### src/hw/rtl/sosd_pkg.sv
// shared types and constants of the sprite opcode stream decoder
package sosd_pkg;

  localparam int MAX_SIDE_DEF = 1024;
  localparam int BYTE_W       = 8;
  localparam int CFG_W        = 11;
  localparam int CFG_IDX_W    = 1;
  localparam int PIX_W        = 10;
  localparam int KIND_W       = 2;

  localparam logic [CFG_W-1:0] SIDE_RESET = CFG_W'(1024);
  localparam logic [PIX_W-1:0] PIX_MAX    = '1;

  // configuration register indexes
  localparam logic [CFG_IDX_W-1:0] REG_WIDTH  = CFG_IDX_W'(0);
  localparam logic [CFG_IDX_W-1:0] REG_HEIGHT = CFG_IDX_W'(1);

  // command byte codes
  localparam logic [BYTE_W-1:0] CMD_NOP   = 8'd0;
  localparam logic [BYTE_W-1:0] CMD_ROW   = 8'd1;
  localparam logic [BYTE_W-1:0] CMD_END   = 8'd2;
  localparam logic [BYTE_W-1:0] CMD_SKIP  = 8'd3;
  localparam logic [BYTE_W-1:0] CMD_WRITE = 8'd4;

  typedef enum logic [2:0] {
    PH_COUNT,
    PH_CMD,
    PH_PIXEL,
    PH_PAD,
    PH_HALT
  } phase_t;

  typedef enum logic [KIND_W-1:0] {
    KIND_PIXEL   = 2'd0,
    KIND_END     = 2'd1,
    KIND_INVALID = 2'd2,
    KIND_OOB     = 2'd3
  } kind_t;

  typedef struct packed {
    logic [BYTE_W-1:0] stream_byte;
    logic              start_sprite;
  } in_req_t;

endpackage

### src/hw/rtl/sosd_in_if.sv
// input byte channel of the sprite decoder
interface sosd_in_if import sosd_pkg::*; ();
  logic              valid;
  logic              ready;
  logic [BYTE_W-1:0] stream_byte;
  logic              start_sprite;

  modport source (output valid, output stream_byte, output start_sprite, input ready);
  modport sink (input valid, input stream_byte, input start_sprite, output ready);
endinterface

### src/hw/rtl/sosd_out_if.sv
// result channel of the sprite decoder
interface sosd_out_if import sosd_pkg::*; ();
  logic              valid;
  logic              ready;
  logic [KIND_W-1:0] kind;
  logic [PIX_W-1:0]  pixel_x;
  logic [PIX_W-1:0]  pixel_y;
  logic [BYTE_W-1:0] color_index;

  modport source (output valid, output kind, output pixel_x, output pixel_y,
                  output color_index, input ready);
  modport sink (input valid, input kind, input pixel_x, input pixel_y,
                input color_index, output ready);
endinterface

### src/hw/rtl/sosd_cfg_if.sv
// configuration write channel of the sprite decoder
interface sosd_cfg_if import sosd_pkg::*; ();
  logic                 valid;
  logic                 ready;
  logic [CFG_IDX_W-1:0] index;
  logic [CFG_W-1:0]     data;

  modport source (output valid, output index, output data, input ready);
  modport sink (input valid, input index, input data, output ready);
endinterface

### src/hw/rtl/sosd_in_stage.sv
// input register stage of the sprite decoder
module sosd_in_stage import sosd_pkg::*; (
  input  logic      clk,
  input  logic      rst_n,
  sosd_in_if.sink   in_ch,
  input  logic      go,
  output logic      s1_valid,
  output in_req_t   s1_req
);

  logic    s1_valid_r;
  in_req_t s1_req_r;

  // the held request leaves whenever the core takes it
  assign in_ch.ready = !s1_valid_r || go;

  always_ff @(posedge clk) begin
    if (!rst_n) begin
      s1_valid_r <= 1'b0;
    end else if (in_ch.valid && in_ch.ready) begin
      s1_valid_r <= 1'b1;
    end else if (go) begin
      s1_valid_r <= 1'b0;
    end
  end

  always_ff @(posedge clk) begin
    if (in_ch.valid && in_ch.ready) begin
      s1_req_r.stream_byte  <= in_ch.stream_byte;
      s1_req_r.start_sprite <= in_ch.start_sprite;
    end
  end

  assign s1_valid = s1_valid_r;
  assign s1_req   = s1_req_r;

endmodule

### src/hw/rtl/sosd_core.sv
// opcode decode, position state, bounds check and result register
module sosd_core import sosd_pkg::*; #(
  parameter int MAX_SIDE = MAX_SIDE_DEF
) (
  input  logic        clk,
  input  logic        rst_n,
  input  logic        s1_valid,
  input  in_req_t     s1_req,
  output logic        go,
  sosd_cfg_if.sink    cfg_ch,
  sosd_out_if.source  out_ch
);

  localparam int CW   = $clog2(MAX_SIDE + 1);
  localparam int CMPW = (CW > CFG_W) ? CW : CFG_W;
  localparam int SW   = ((CW > BYTE_W) ? CW : BYTE_W) + 1;
  localparam logic [SW-1:0]   SAT_MAX  = SW'(MAX_SIDE);
  localparam logic [CMPW-1:0] CLIP_MAX = CMPW'(PIX_MAX);

  logic [CFG_W-1:0] width_r, height_r;

  phase_t            phase_r, phase_nxt, ph_e;
  logic [BYTE_W-1:0] run_r, run_nxt, run_e, run_dec;
  logic [BYTE_W-1:0] held_r, held_nxt, held_e;
  logic [CW-1:0]     column_r, column_nxt, col_e;
  logic [CW-1:0]     row_r, row_nxt, row_e;
  logic              started_r, started_nxt, started_e;
  logic              pad_r, pad_nxt, pad_e;

  logic              emit;
  kind_t             kind_nxt;
  logic [PIX_W-1:0]  x_nxt, y_nxt;
  logic [BYTE_W-1:0] c_nxt;

  logic              out_valid_r;
  kind_t             kind_r;
  logic [PIX_W-1:0]  x_r, y_r;
  logic [BYTE_W-1:0] c_r;

  logic [BYTE_W-1:0] b;
  logic [SW-1:0]     skip_sum, step_sum, row_sum;
  logic [SW-1:0]     skip_sat, step_sat, row_sat;
  logic [CMPW-1:0]   col_ext, row_ext;
  logic              oob;

  assign go = s1_valid && (!out_valid_r || out_ch.ready);
  assign b  = s1_req.stream_byte;

  // configuration is to be written only while idle; the block itself does not enforce this
  assign cfg_ch.ready = 1'b1;

  always_ff @(posedge clk) begin
    if (!rst_n) begin
      width_r  <= SIDE_RESET;
      height_r <= SIDE_RESET;
    end else if (cfg_ch.valid) begin
      unique case (cfg_ch.index)
        REG_WIDTH:  width_r  <= cfg_ch.data;
        REG_HEIGHT: height_r <= cfg_ch.data;
        default: ;
      endcase
    end
  end

  // start of sprite clears the position before the byte is decoded
  always_comb begin
    if (s1_req.start_sprite) begin
      ph_e      = PH_COUNT;
      run_e     = '0;
      held_e    = '0;
      col_e     = '0;
      row_e     = '0;
      started_e = 1'b0;
      pad_e     = 1'b0;
    end else begin
      ph_e      = phase_r;
      run_e     = run_r;
      held_e    = held_r;
      col_e     = column_r;
      row_e     = row_r;
      started_e = started_r;
      pad_e     = pad_r;
    end
  end

  // saturating position arithmetic
  assign skip_sum = SW'(col_e) + SW'(held_e);
  assign step_sum = SW'(col_e) + SW'(1);
  assign row_sum  = SW'(row_e) + SW'(1);
  assign skip_sat = (skip_sum > SAT_MAX) ? SAT_MAX : skip_sum;
  assign step_sat = (step_sum > SAT_MAX) ? SAT_MAX : step_sum;
  assign row_sat  = (row_sum > SAT_MAX) ? SAT_MAX : row_sum;
  assign run_dec  = run_e - BYTE_W'(1);

  assign col_ext = CMPW'(col_e);
  assign row_ext = CMPW'(row_e);
  assign oob = !started_e || (col_ext >= CMPW'(width_r)) || (row_ext >= CMPW'(height_r));

  // next phase
  always_comb begin
    phase_nxt = ph_e;
    unique case (ph_e)
      PH_COUNT: phase_nxt = PH_CMD;
      PH_CMD: begin
        if (b == CMD_WRITE) begin
          phase_nxt = (held_e != '0) ? PH_PIXEL : PH_COUNT;
        end else if (b == CMD_NOP || b == CMD_ROW || b == CMD_SKIP) begin
          phase_nxt = PH_COUNT;
        end else begin
          phase_nxt = PH_HALT;
        end
      end
      PH_PIXEL: begin
        if (run_dec == '0) begin
          phase_nxt = pad_e ? PH_PAD : PH_COUNT;
        end
      end
      PH_PAD:  phase_nxt = PH_COUNT;
      PH_HALT: phase_nxt = PH_HALT;
      default: phase_nxt = PH_HALT;
    endcase
  end

  // datapath updates and result
  always_comb begin
    run_nxt     = run_e;
    held_nxt    = held_e;
    column_nxt  = col_e;
    row_nxt     = row_e;
    started_nxt = started_e;
    pad_nxt     = pad_e;
    emit        = 1'b0;
    kind_nxt    = KIND_PIXEL;
    x_nxt       = '0;
    y_nxt       = '0;
    c_nxt       = '0;
    unique case (ph_e)
      PH_COUNT: held_nxt = b;
      PH_CMD: begin
        unique case (b)
          CMD_NOP: ;
          CMD_ROW: begin
            row_nxt     = started_e ? CW'(row_sat) : '0;
            started_nxt = 1'b1;
            column_nxt  = '0;
          end
          CMD_END: begin
            emit     = 1'b1;
            kind_nxt = KIND_END;
          end
          CMD_SKIP: column_nxt = CW'(skip_sat);
          CMD_WRITE: begin
            if (held_e != '0) begin
              run_nxt = held_e;
              pad_nxt = held_e[0];
            end
          end
          default: begin
            emit     = 1'b1;
            kind_nxt = KIND_INVALID;
            c_nxt    = b;
          end
        endcase
      end
      PH_PIXEL: begin
        emit       = 1'b1;
        kind_nxt   = oob ? KIND_OOB : KIND_PIXEL;
        x_nxt      = (col_ext > CLIP_MAX) ? PIX_MAX : col_ext[PIX_W-1:0];
        y_nxt      = !started_e ? '0 :
                     (row_ext > CLIP_MAX) ? PIX_MAX : row_ext[PIX_W-1:0];
        c_nxt      = b;
        column_nxt = CW'(step_sat);
        run_nxt    = run_dec;
      end
      PH_PAD:  pad_nxt = 1'b0;
      PH_HALT: ;
      default: ;
    endcase
  end

  always_ff @(posedge clk) begin
    if (!rst_n) begin
      phase_r   <= PH_COUNT;
      run_r     <= '0;
      held_r    <= '0;
      column_r  <= '0;
      row_r     <= '0;
      started_r <= 1'b0;
      pad_r     <= 1'b0;
    end else if (go) begin
      phase_r   <= phase_nxt;
      run_r     <= run_nxt;
      held_r    <= held_nxt;
      column_r  <= column_nxt;
      row_r     <= row_nxt;
      started_r <= started_nxt;
      pad_r     <= pad_nxt;
    end
  end

  // result register
  always_ff @(posedge clk) begin
    if (!rst_n) begin
      out_valid_r <= 1'b0;
    end else if (go) begin
      out_valid_r <= emit;
    end else if (out_ch.ready) begin
      out_valid_r <= 1'b0;
    end
  end

  always_ff @(posedge clk) begin
    if (go && emit) begin
      kind_r <= kind_nxt;
      x_r    <= x_nxt;
      y_r    <= y_nxt;
      c_r    <= c_nxt;
    end
  end

  assign out_ch.valid       = out_valid_r;
  assign out_ch.kind        = kind_r;
  assign out_ch.pixel_x     = x_r;
  assign out_ch.pixel_y     = y_r;
  assign out_ch.color_index = c_r;

endmodule

### src/hw/rtl/sprite_opcode_stream_decoder.sv
// top level of the run-length sprite opcode stream decoder
//
// in_ch takes one byte of the encoded sprite per request; start_sprite on a
// byte marks the count byte of a new sprite and clears position and phase.
// opcodes are two bytes, count then command: no-op, next row, end of
// stream, skip, and write with the pixel bytes (plus a pad byte for an odd
// count) following.
// out_ch gives one request per pixel byte (pixel write or out of bounds)
// and one for end of stream or an invalid command; other bytes give none.
// after end of stream or an invalid command, bytes are dropped until a
// start_sprite byte arrives.
// cfg_ch writes sprite_width (index 0) and sprite_height (index 1); write
// only while the block is idle.
// throughput: one byte per cycle while out_ch is not stalled, set by the
// single decode pass between the input register and the result register.
// each result passes the input register, then the result register, to out_ch.
// reset: phase waits for a count byte, position cleared, width and height
// are 1024, no result pending.
// a stalled receiver holds the result register; one more byte is held in
// the input register, then in_ch.ready drops until the result is taken.
module sprite_opcode_stream_decoder import sosd_pkg::*; #(
  parameter int MAX_SIDE = MAX_SIDE_DEF
) (
  input  logic        clk,
  input  logic        rst_n,
  sosd_in_if.sink     in_ch,
  sosd_out_if.source  out_ch,
  sosd_cfg_if.sink    cfg_ch
);

  // handoff between input register and decode stage
  logic    s1_valid;
  in_req_t s1_req;
  logic    go;

  sosd_in_stage u_in_stage (
    .clk      (clk),
    .rst_n    (rst_n),
    .in_ch    (in_ch),
    .go       (go),
    .s1_valid (s1_valid),
    .s1_req   (s1_req)
  );

  // decode, position counters, bounds check, result register
  sosd_core #(
    .MAX_SIDE (MAX_SIDE)
  ) u_core (
    .clk      (clk),
    .rst_n    (rst_n),
    .s1_valid (s1_valid),
    .s1_req   (s1_req),
    .go       (go),
    .cfg_ch   (cfg_ch),
    .out_ch   (out_ch)
  );

endmodule
### src/flat_wrapper.sv
// flat-port wrapper written by rule: the top's interface ports become plain ports
module sprite_opcode_stream_decoder_flat import sosd_pkg::*;
#(
  parameter int MAX_SIDE = MAX_SIDE_DEF
)
  (clk, rst_n, in_ch_valid, in_ch_stream_byte, in_ch_start_sprite, in_ch_ready, out_ch_valid, out_ch_kind, out_ch_pixel_x, out_ch_pixel_y, out_ch_color_index, out_ch_ready, cfg_ch_valid, cfg_ch_index, cfg_ch_data, cfg_ch_ready);
  sosd_in_if in_ch_i ();
  sosd_out_if out_ch_i ();
  sosd_cfg_if cfg_ch_i ();
  input  logic clk;
  input  logic rst_n;
  input wire logic [$bits(in_ch_i.valid)-1:0] in_ch_valid;
  input wire logic [$bits(in_ch_i.stream_byte)-1:0] in_ch_stream_byte;
  input wire logic [$bits(in_ch_i.start_sprite)-1:0] in_ch_start_sprite;
  output wire logic [$bits(in_ch_i.ready)-1:0] in_ch_ready;
  output wire logic [$bits(out_ch_i.valid)-1:0] out_ch_valid;
  output wire logic [$bits(out_ch_i.kind)-1:0] out_ch_kind;
  output wire logic [$bits(out_ch_i.pixel_x)-1:0] out_ch_pixel_x;
  output wire logic [$bits(out_ch_i.pixel_y)-1:0] out_ch_pixel_y;
  output wire logic [$bits(out_ch_i.color_index)-1:0] out_ch_color_index;
  input wire logic [$bits(out_ch_i.ready)-1:0] out_ch_ready;
  input wire logic [$bits(cfg_ch_i.valid)-1:0] cfg_ch_valid;
  input wire logic [$bits(cfg_ch_i.index)-1:0] cfg_ch_index;
  input wire logic [$bits(cfg_ch_i.data)-1:0] cfg_ch_data;
  output wire logic [$bits(cfg_ch_i.ready)-1:0] cfg_ch_ready;
  assign in_ch_i.valid = in_ch_valid;
  assign in_ch_i.stream_byte = in_ch_stream_byte;
  assign in_ch_i.start_sprite = in_ch_start_sprite;
  assign in_ch_ready = in_ch_i.ready;
  assign out_ch_valid = out_ch_i.valid;
  assign out_ch_kind = out_ch_i.kind;
  assign out_ch_pixel_x = out_ch_i.pixel_x;
  assign out_ch_pixel_y = out_ch_i.pixel_y;
  assign out_ch_color_index = out_ch_i.color_index;
  assign out_ch_i.ready = out_ch_ready;
  assign cfg_ch_i.valid = cfg_ch_valid;
  assign cfg_ch_i.index = cfg_ch_index;
  assign cfg_ch_i.data = cfg_ch_data;
  assign cfg_ch_ready = cfg_ch_i.ready;
  sprite_opcode_stream_decoder #(.MAX_SIDE(MAX_SIDE)) u_core (.clk(clk), .rst_n(rst_n), .in_ch(in_ch_i), .out_ch(out_ch_i), .cfg_ch(cfg_ch_i));
endmodule
### config.mk
export PLATFORM = sky130hd
export DESIGN_NAME = sprite_opcode_stream_decoder_flat
export DESIGN_NICKNAME = d
export VERILOG_FILES = /design/src/hw/rtl/sosd_pkg.sv /design/src/hw/rtl/sosd_in_if.sv /design/src/hw/rtl/sosd_out_if.sv /design/src/hw/rtl/sosd_cfg_if.sv /design/src/hw/rtl/sosd_in_stage.sv /design/src/hw/rtl/sosd_core.sv /design/src/hw/rtl/sprite_opcode_stream_decoder.sv /design/src/flat_wrapper.sv
export SDC_FILE = /design/constraint.sdc
export NUM_CORES = 1
export LEC_CHECK = 0
export ABC_AREA = 1
export ABC_CLOCK_PERIOD_IN_PS = 6230
export BUFFER_PORTS_ARGS = -buffer_cell sky130_fd_sc_hd__buf_2
export CAP_MARGIN = 20
export CORE_ASPECT_RATIO = 0.5
export CORE_MARGIN = 4
export CORE_UTILIZATION = 60
export CTS_BUF_LIST = sky130_fd_sc_hd__clkbuf_16
export DETAILED_ROUTE_END_ITERATION = 12
export PLACE_DENSITY = 0.8
export SYNTH_ARGS = -nofsm -noshare
export SYNTH_HDL_FRONTEND = slang
export SYNTH_SLANG_ARGS = --single-unit
### constraint.sdc
create_clock -name clk -period 6.23 [get_ports clk]
set_input_delay 0.9345 -clock clk [delete_from_list [all_inputs] [get_ports clk]]
set_output_delay 0.9345 -clock clk [all_outputs]
set_load 0.02 [all_outputs]
After elaboration in Yosys (flattened, before gate mapping)
Cells that the tools add are included.
{"block": "word_totals", "input_bits": 26, "wordCells": 102, "regBits": 106}
{"block": "op_classes", "magnitude_cmp": 7, "n_eq_ne": 7, "reduce_logical": 23, "mux": 43, "add_sub_neg": 4, "bitwise": 1}
{"operator": "two-way mux 11 bit", "n": 8}
{"operator": "two-way mux 8 bit", "n": 6}
{"operator": "case mux 11 bit (2 select lines)", "n": 2}
{"operator": "> comparator 12 x 11 -> 1 bit, second input constant", "n": 3}
{"operator": "case mux 8 bit (2 select lines)", "n": 2}
{"operator": "adder 11 x 1 -> 12 bit, second input constant", "n": 2}
{"operator": "greater-or-equal comparator 11 bit", "n": 2}
{"operator": "> comparator 11 x 10 -> 1 bit, second input constant", "n": 2}
{"operator": "two-way mux 10 bit", "n": 2}
{"operator": "equality test 8 x 2 -> 1 bit, second input constant", "n": 2}
{"operator": "logical NOT 8 bit", "n": 2}
{"operator": "adder 11 x 8 -> 12 bit", "n": 1}
{"operator": "two-way mux 3 bit", "n": 4}
{"operator": "case mux 3 bit (4 select lines)", "n": 1}
{"operator": "two-way mux 1 bit", "n": 11}
{"operator": "equality test 8 x 1 -> 1 bit, second input constant", "n": 1}
{"operator": "equality test 8 x 3 -> 1 bit, second input constant", "n": 1}
{"operator": "case mux 2 bit (2 select lines)", "n": 2}
{"operator": "nonzero test 8 bit", "n": 1}
{"operator": "subtractor 8 x 1 -> 8 bit, second input constant", "n": 1}
{"operator": "equality test 3 x 2 -> 1 bit, second input constant", "n": 2}
{"operator": "logical OR 1 bit", "n": 6}
{"operator": "two-way mux 2 bit", "n": 3}
{"operator": "AND reduction 2 bit", "n": 3}
{"operator": "other kinds (9)", "n": 15}

Depth between registers and ports, before layout
{"block": "depth", "word_depth": 7, "mapped_depth": 22, "ltp_nobuf": 20}

Cells and area by module
Synthesis repeated with hierarchy kept, for this count alone.
{"block": "unflattened", "cells_unflattened": 959, "area_unflattened_um2": 6891.6}
{"module": "sosd_core", "cells_per_inst": 943, "n_inst": 1, "area_per_inst_um2": 6570.1}
{"module": "sosd_in_stage", "cells_per_inst": 16, "n_inst": 1, "area_per_inst_um2": 321.6}

Least setup slack after synthesis
No wires, ideal clock.
{"block": "synth_timing", "kind": "reg2reg", "startpoint": "reg u_core.u_in_stage.s1_req_r (netlist bit u_core.u_in_stage.s1_req[0])", "endpoint": "reg u_core.u_core.c_r[0] (netlist: u_core.u_core.out_ch.color_index[0]), enable pin", "path_buffers": 3, "arrival_time_ns": 2.965, "stages_incl_launch_ff": 11, "setup_slack_ns": 2.837, "cell_sequence": "edfxtp_1 -> inv_2 -> buf_6 -> buf_6 -> nand2_1 -> nor2_1 -> inv_1 -> nor2_1 -> buf_2 -> o21ai_0 -> a21oi_1"}
{"block": "synth_between", "elab_chain_cells": 4}
{"item": "from (decl)", "line_no": "sosd_in_stage.sv:12", "text": "in_req_t s1_req_r;"}
{"item": "two-way mux 3 bit *", "line_no": "sosd_core.sv:67", "text": "if (s1_req.start_sprite) begin"}
{"item": "equality test 3 x 2 -> 1 bit or equality test 3 x 1 -> 1 bit (tied branches)", "line_no": "sosd_core.sv:137", "text": "unique case (ph_e)"}
{"item": "case mux 1 bit (2 select lines) *", "line_no": "sosd_core.sv:137"}
{"item": "logical AND 1 bit *", "line_no": "sosd_core.sv:213", "text": "if (go && emit) begin"}
{"item": "to (signal assigned)", "line_no": "sosd_core.sv:217", "text": "c_r <= c_nxt;"}
{"item": "to (decl)", "line_no": "sosd_core.sv:38", "text": "logic [BYTE_W-1:0] c_r;"}
Every way passes the cells marked *; elsewhere a longest branch is shown, timed or not.
A chain may end at the register's enable or synchronous reset.

Worst setup path in the final report
{"block": "layout_timing", "startpoint": "reg u_core.u_in_stage.s1_req_r (netlist bit u_core.u_in_stage.s1_req[0])", "endpoint": "reg u_core.u_core.column_r[0]"}
{"block": "layout_between", "elab_chain_cells": 6}
{"item": "two-way mux 11 bit or two-way mux 8 bit (tied branches)", "line_no": "sosd_core.sv:67"}
{"item": "adder 11 x 8 -> 12 bit", "line_no": "sosd_core.sv:87", "text": "assign skip_sum = SW'(col_e) + SW'(held_e);"}
{"item": "> comparator 12 x 11 -> 1 bit", "line_no": "sosd_core.sv:90", "text": "assign skip_sat = (skip_sum > SAT_MAX) ? SAT_MAX : skip_sum;"}
{"item": "two-way mux 11 bit", "line_no": "sosd_core.sv:90"}
{"item": "case mux 11 bit (2 select lines)", "line_no": "sosd_core.sv:140", "text": "unique case (b)"}
{"item": "case mux 11 bit (2 select lines) *", "line_no": "sosd_core.sv:137"}
{"item": "to (signal assigned)", "line_no": "sosd_core.sv:194", "text": "column_r <= column_nxt;"}
{"item": "to (decl)", "line_no": "sosd_core.sv:25", "text": "logic [CW-1:0] column_r, column_nxt, col_e;"}
Marks and branches as above.

==> results.sh <==
export IMPL_outcome="finished clean"
export IMPL_cp_data_arrival_time_ns=3.66
export IMPL_drtIter0Drc=620
export IMPL_die_h_um=81.1
export IMPL_wl_per_cell_um=15.2
export IMPL_die_x_um=154
export IMPL_worstMarginPinSlew_ns=0.941
export IMPL_place_area_mm2=0.00678
export IMPL_hpwl_um=12100
export IMPL_n_fill_cell=898
export IMPL_cts_made_buffers=9
export IMPL_period_share_pct=54.0
export IMPL_overflow=0
export IMPL_grt_max_degree=62
export IMPL_fin_nets=1002
export IMPL_synth_seq_cells=106
export IMPL_crit_slowest_cell="inv_2"
export IMPL_ys_seq_area_share_pct=39.2
export IMPL_clockPowerShare_pct=37.3
export IMPL_cts_buffer_depth=2
export IMPL_path_cells="buf_4, inv_2, nand2_1, inv_1, ha_1, inv_1, nor2_1, a22oi_1, a21boi_0, nand3b_1, nand2_2, nand2_1, nand2_1, nand2_1, a21oi_1"
export IMPL_postCtsHoldBufs=0
export IMPL_fin_tns_setup_ns=0
export IMPL_layout_common_cells="183 x nand2_1, 127 x inv_1, 105 x a21oi_1"
export IMPL_path_buf_inv=4
export IMPL_drt_pass1_iterations=7
export IMPL_critPathCaptureType="flip-flop"
export IMPL_cts_root_buffer="clkbuf_16"
export IMPL_slew_violations=0
export IMPL_antenna_found_initial=0
export IMPL_drv_cap=0
export IMPL_cp_common_cell="nand2_1"
export IMPL_syn_area_mm2=0.00641
export IMPL_rows=26
export IMPL_p_int_mw=1.13
export IMPL_clk_latency_ns=0.36
export IMPL_io_pins=59
export IMPL_rsz0062_at_grt="false"
export IMPL_drc_errors=0
export IMPL_drive_gt1_share_pct=10.6
export IMPL_antenna_cells=0
export IMPL_p_per_area_mw_per_mm2=220
export IMPL_num_vias=6125
export IMPL_clk_pin_slew_worst_paths_ns=0.08
export IMPL_criticalPathCategory="reg -> reg"
export IMPL_grt_pass1_wl_um=27600
export IMPL_gp_congestion=0.937
export IMPL_multi_input_area_mm2=0.00327
export IMPL_htree_levels=3
export IMPL_p_comb_share_pct=13.6
export IMPL_ys_warn_count=0
export IMPL_initial_core_util_pct=62.2
export IMPL_final_common_cell="nand2_1"
export IMPL_ant_nets=0
export IMPL_viasPerCell=5.60
export IMPL_netSwitchingFraction_pct=27.8
export IMPL_numPortBuffers=57
export IMPL_hold_violations=0
export IMPL_post_cts_buffers=0
export IMPL_syn2layout_area_growth_pct=10.6
export IMPL_leakage_nw=3.14
export IMPL_final_area_mm2=0.00709
export IMPL_worst_ir_drop_vdd_uv=131
export IMPL_seqPwrFrac_pct=49.1
export IMPL_post_cts_resized=0
export IMPL_cp_max_fo=33
export IMPL_synth_cells=905
export IMPL_fmax_mhz=297
export IMPL_worstPathRequired_ns=6.52
export IMPL_grtUsageTotal_pct=27.4
export IMPL_min_period_ns=3.36
export IMPL_slew_headroom_pct=37.3
export IMPL_clock_sinks=106
export IMPL_drt_total_wl_um=16600
export IMPL_seq_area_mm2=0.00251
export IMPL_slowest_delay_ns=0.52
export IMPL_clock_skew_ns=0.00973
export IMPL_syn_num_nets=959
export IMPL_postSynthAreaPerCell_um2=7.08
export IMPL_coreArea_mm2=0.0103
export IMPL_critical_path_top_delay_family="buffers and inverters"
export IMPL_setup_viol=0
export IMPL_cts_tree="built"
export IMPL_start_kind="flip-flop"
export IMPL_grt_pass1_vias=5534
export IMPL_worstHoldPathType="reg -> reg"
export IMPL_die_area_mm2=0.0125
export IMPL_switching_power_mw=0.434
export IMPL_synthDistinctLibCells=43
path summary, 6_finish.rpt:
path                                                   from                        end  slack (ns)  cells past startpoint
worst max-delay path            u_core.u_in_stage.s1_req[0]  u_core.u_core.column_r[0]        2.87                     15
worst min-delay path              u_core.u_core.height_r[3]  u_core.u_core.height_r[3]        0.47                      2
worst max register to register  u_core.u_in_stage.s1_req[0]  u_core.u_core.column_r[0]        2.87                     15
worst min register to register    u_core.u_core.height_r[3]  u_core.u_core.height_r[3]        0.47                      2
registers in the layout (all words and copies together) (netlist names):
register	cells
u_core.u_core.column_r	11
u_core.u_core.height_r	11
u_core.u_core.held_r	8
u_core.u_core.out_ch.color_index	8
u_core.u_core.out_ch.kind	2
u_core.u_core.out_ch.pixel_x	10
u_core.u_core.out_ch.pixel_y	10
u_core.u_core.out_ch.valid	1
u_core.u_core.pad_r	1
u_core.u_core.phase_r	3
u_core.u_core.row_r	11
u_core.u_core.run_r	8
u_core.u_core.started_r	1
u_core.u_core.width_r	11
u_core.u_in_stage.s1_req	9
u_core.u_in_stage.s1_valid	1
synth_stat cells:
cell type,number,area share [%]
clkbuf_1,23,1.3
nand2_2,8,0.78
buf_4,2,0.23
o2111ai_1,1,0.14
or2_2,1,0.098
a211oi_1,4,0.47
o221ai_1,2,0.27
dfxtp_1,67,21
xor2_1,20,2.7
a21boi_0,2,0.23
o21a_1,1,0.12
buf_6,2,0.35
fa_1,1,0.31
a22o_1,1,0.14
a31o_2,1,0.14
nor2_2,3,0.29
clkinv_1,1,0.059
nor4_1,4,0.39
o211ai_1,6,0.70
nand3_2,2,0.31
o21ai_0,79,6.2
inv_2,4,0.23
a22oi_1,1,0.12
a41oi_1,2,0.27
nor3_1,8,0.62
nand3_1,49,3.8
inv_1,126,7.4
nand2_1,183,11
o21ai_1,1,0.078
nand4_1,8,0.78
a21oi_2,1,0.14
nor2_1,103,6.0
a21oi_1,106,8.3
buf_1,1,0.059
edfxtp_1,39,18
nor3_2,2,0.31
conb_1,1,0.059
ha_1,27,5.3
o21bai_1,1,0.12
nand3b_1,6,0.70
o211a_1,1,0.16
buf_2,3,0.23
a221oi_1,1,0.14
power by group through the flow:
stage / sequential, mW / combinational (mW) / clock, mW
after global placement: 0.781 / 0.203 / 0
after CTS: 0.766 / 0.209 / 0.588
final: 0.767 / 0.213 / 0.582
after floorplan: 0.780 / 0.155 / 0
after detailed placement: 0.782 / 0.208 / 0
after global routing: 0.770 / 0.244 / 0.611
worst reg2reg max path: stages, from the launching register on:
cell and delay [ns]:
edfxtp_1 0.36, buf_4 0.23, inv_2 0.53, nand2_1 0.22
inv_1 0.29, ha_1 0.32, inv_1 0.10, nor2_1 0.07
a22oi_1 0.24, a21boi_0 0.17, nand3b_1 0.25, nand2_2 0.20
nand2_1 0.08, nand2_1 0.06, nand2_1 0.07, a21oi_1 0.12
stage by stage:
stage               util [%]  power [mW]  setup WS (ns)  hold WS, ns  std cells
floorplan                  -       0.935           2.84        0.435        905
global placement        65.7       0.984           3.00        0.450       1076
detailed placement      65.7       0.990           2.93        0.456       1076
CTS                     68.6        1.56           2.89        0.466       1092
global route            68.8        1.62           2.50        0.487       1093
finish                  68.8        1.56           2.87        0.468       1093
layout make-up:
type,count,share of cell area [%]
clock buffer,9,3.18
multi-input combinational,637,46.2
timing repair buffer,63,4.84
inverter,131,6.93
tap,140,2.47
sequential,106,35.4
clock inverter,7,0.971
per-layer routing:
layer	share of wire, %	track usage, %
met5	0	0
met1	48	40.1
met2	41	41.0
met4	1.5	7.40
met3	8.9	6.07
cell families after synthesis:
| group | Yosys count | share of synthesized area (%) |
|---|---|---|
| other cells | 1 | 0.0585 |
| flops | 106 | 39.2 |
| compound gates | 211 | 17.7 |
| simple gates | 377 | 24.9 |
| xor+xnor | 20 | 2.73 |
| buf+inv | 162 | 9.90 |
| fa+ha+maj | 28 | 5.58 |
No activity file was read; power rests on OpenSTA's default activity.
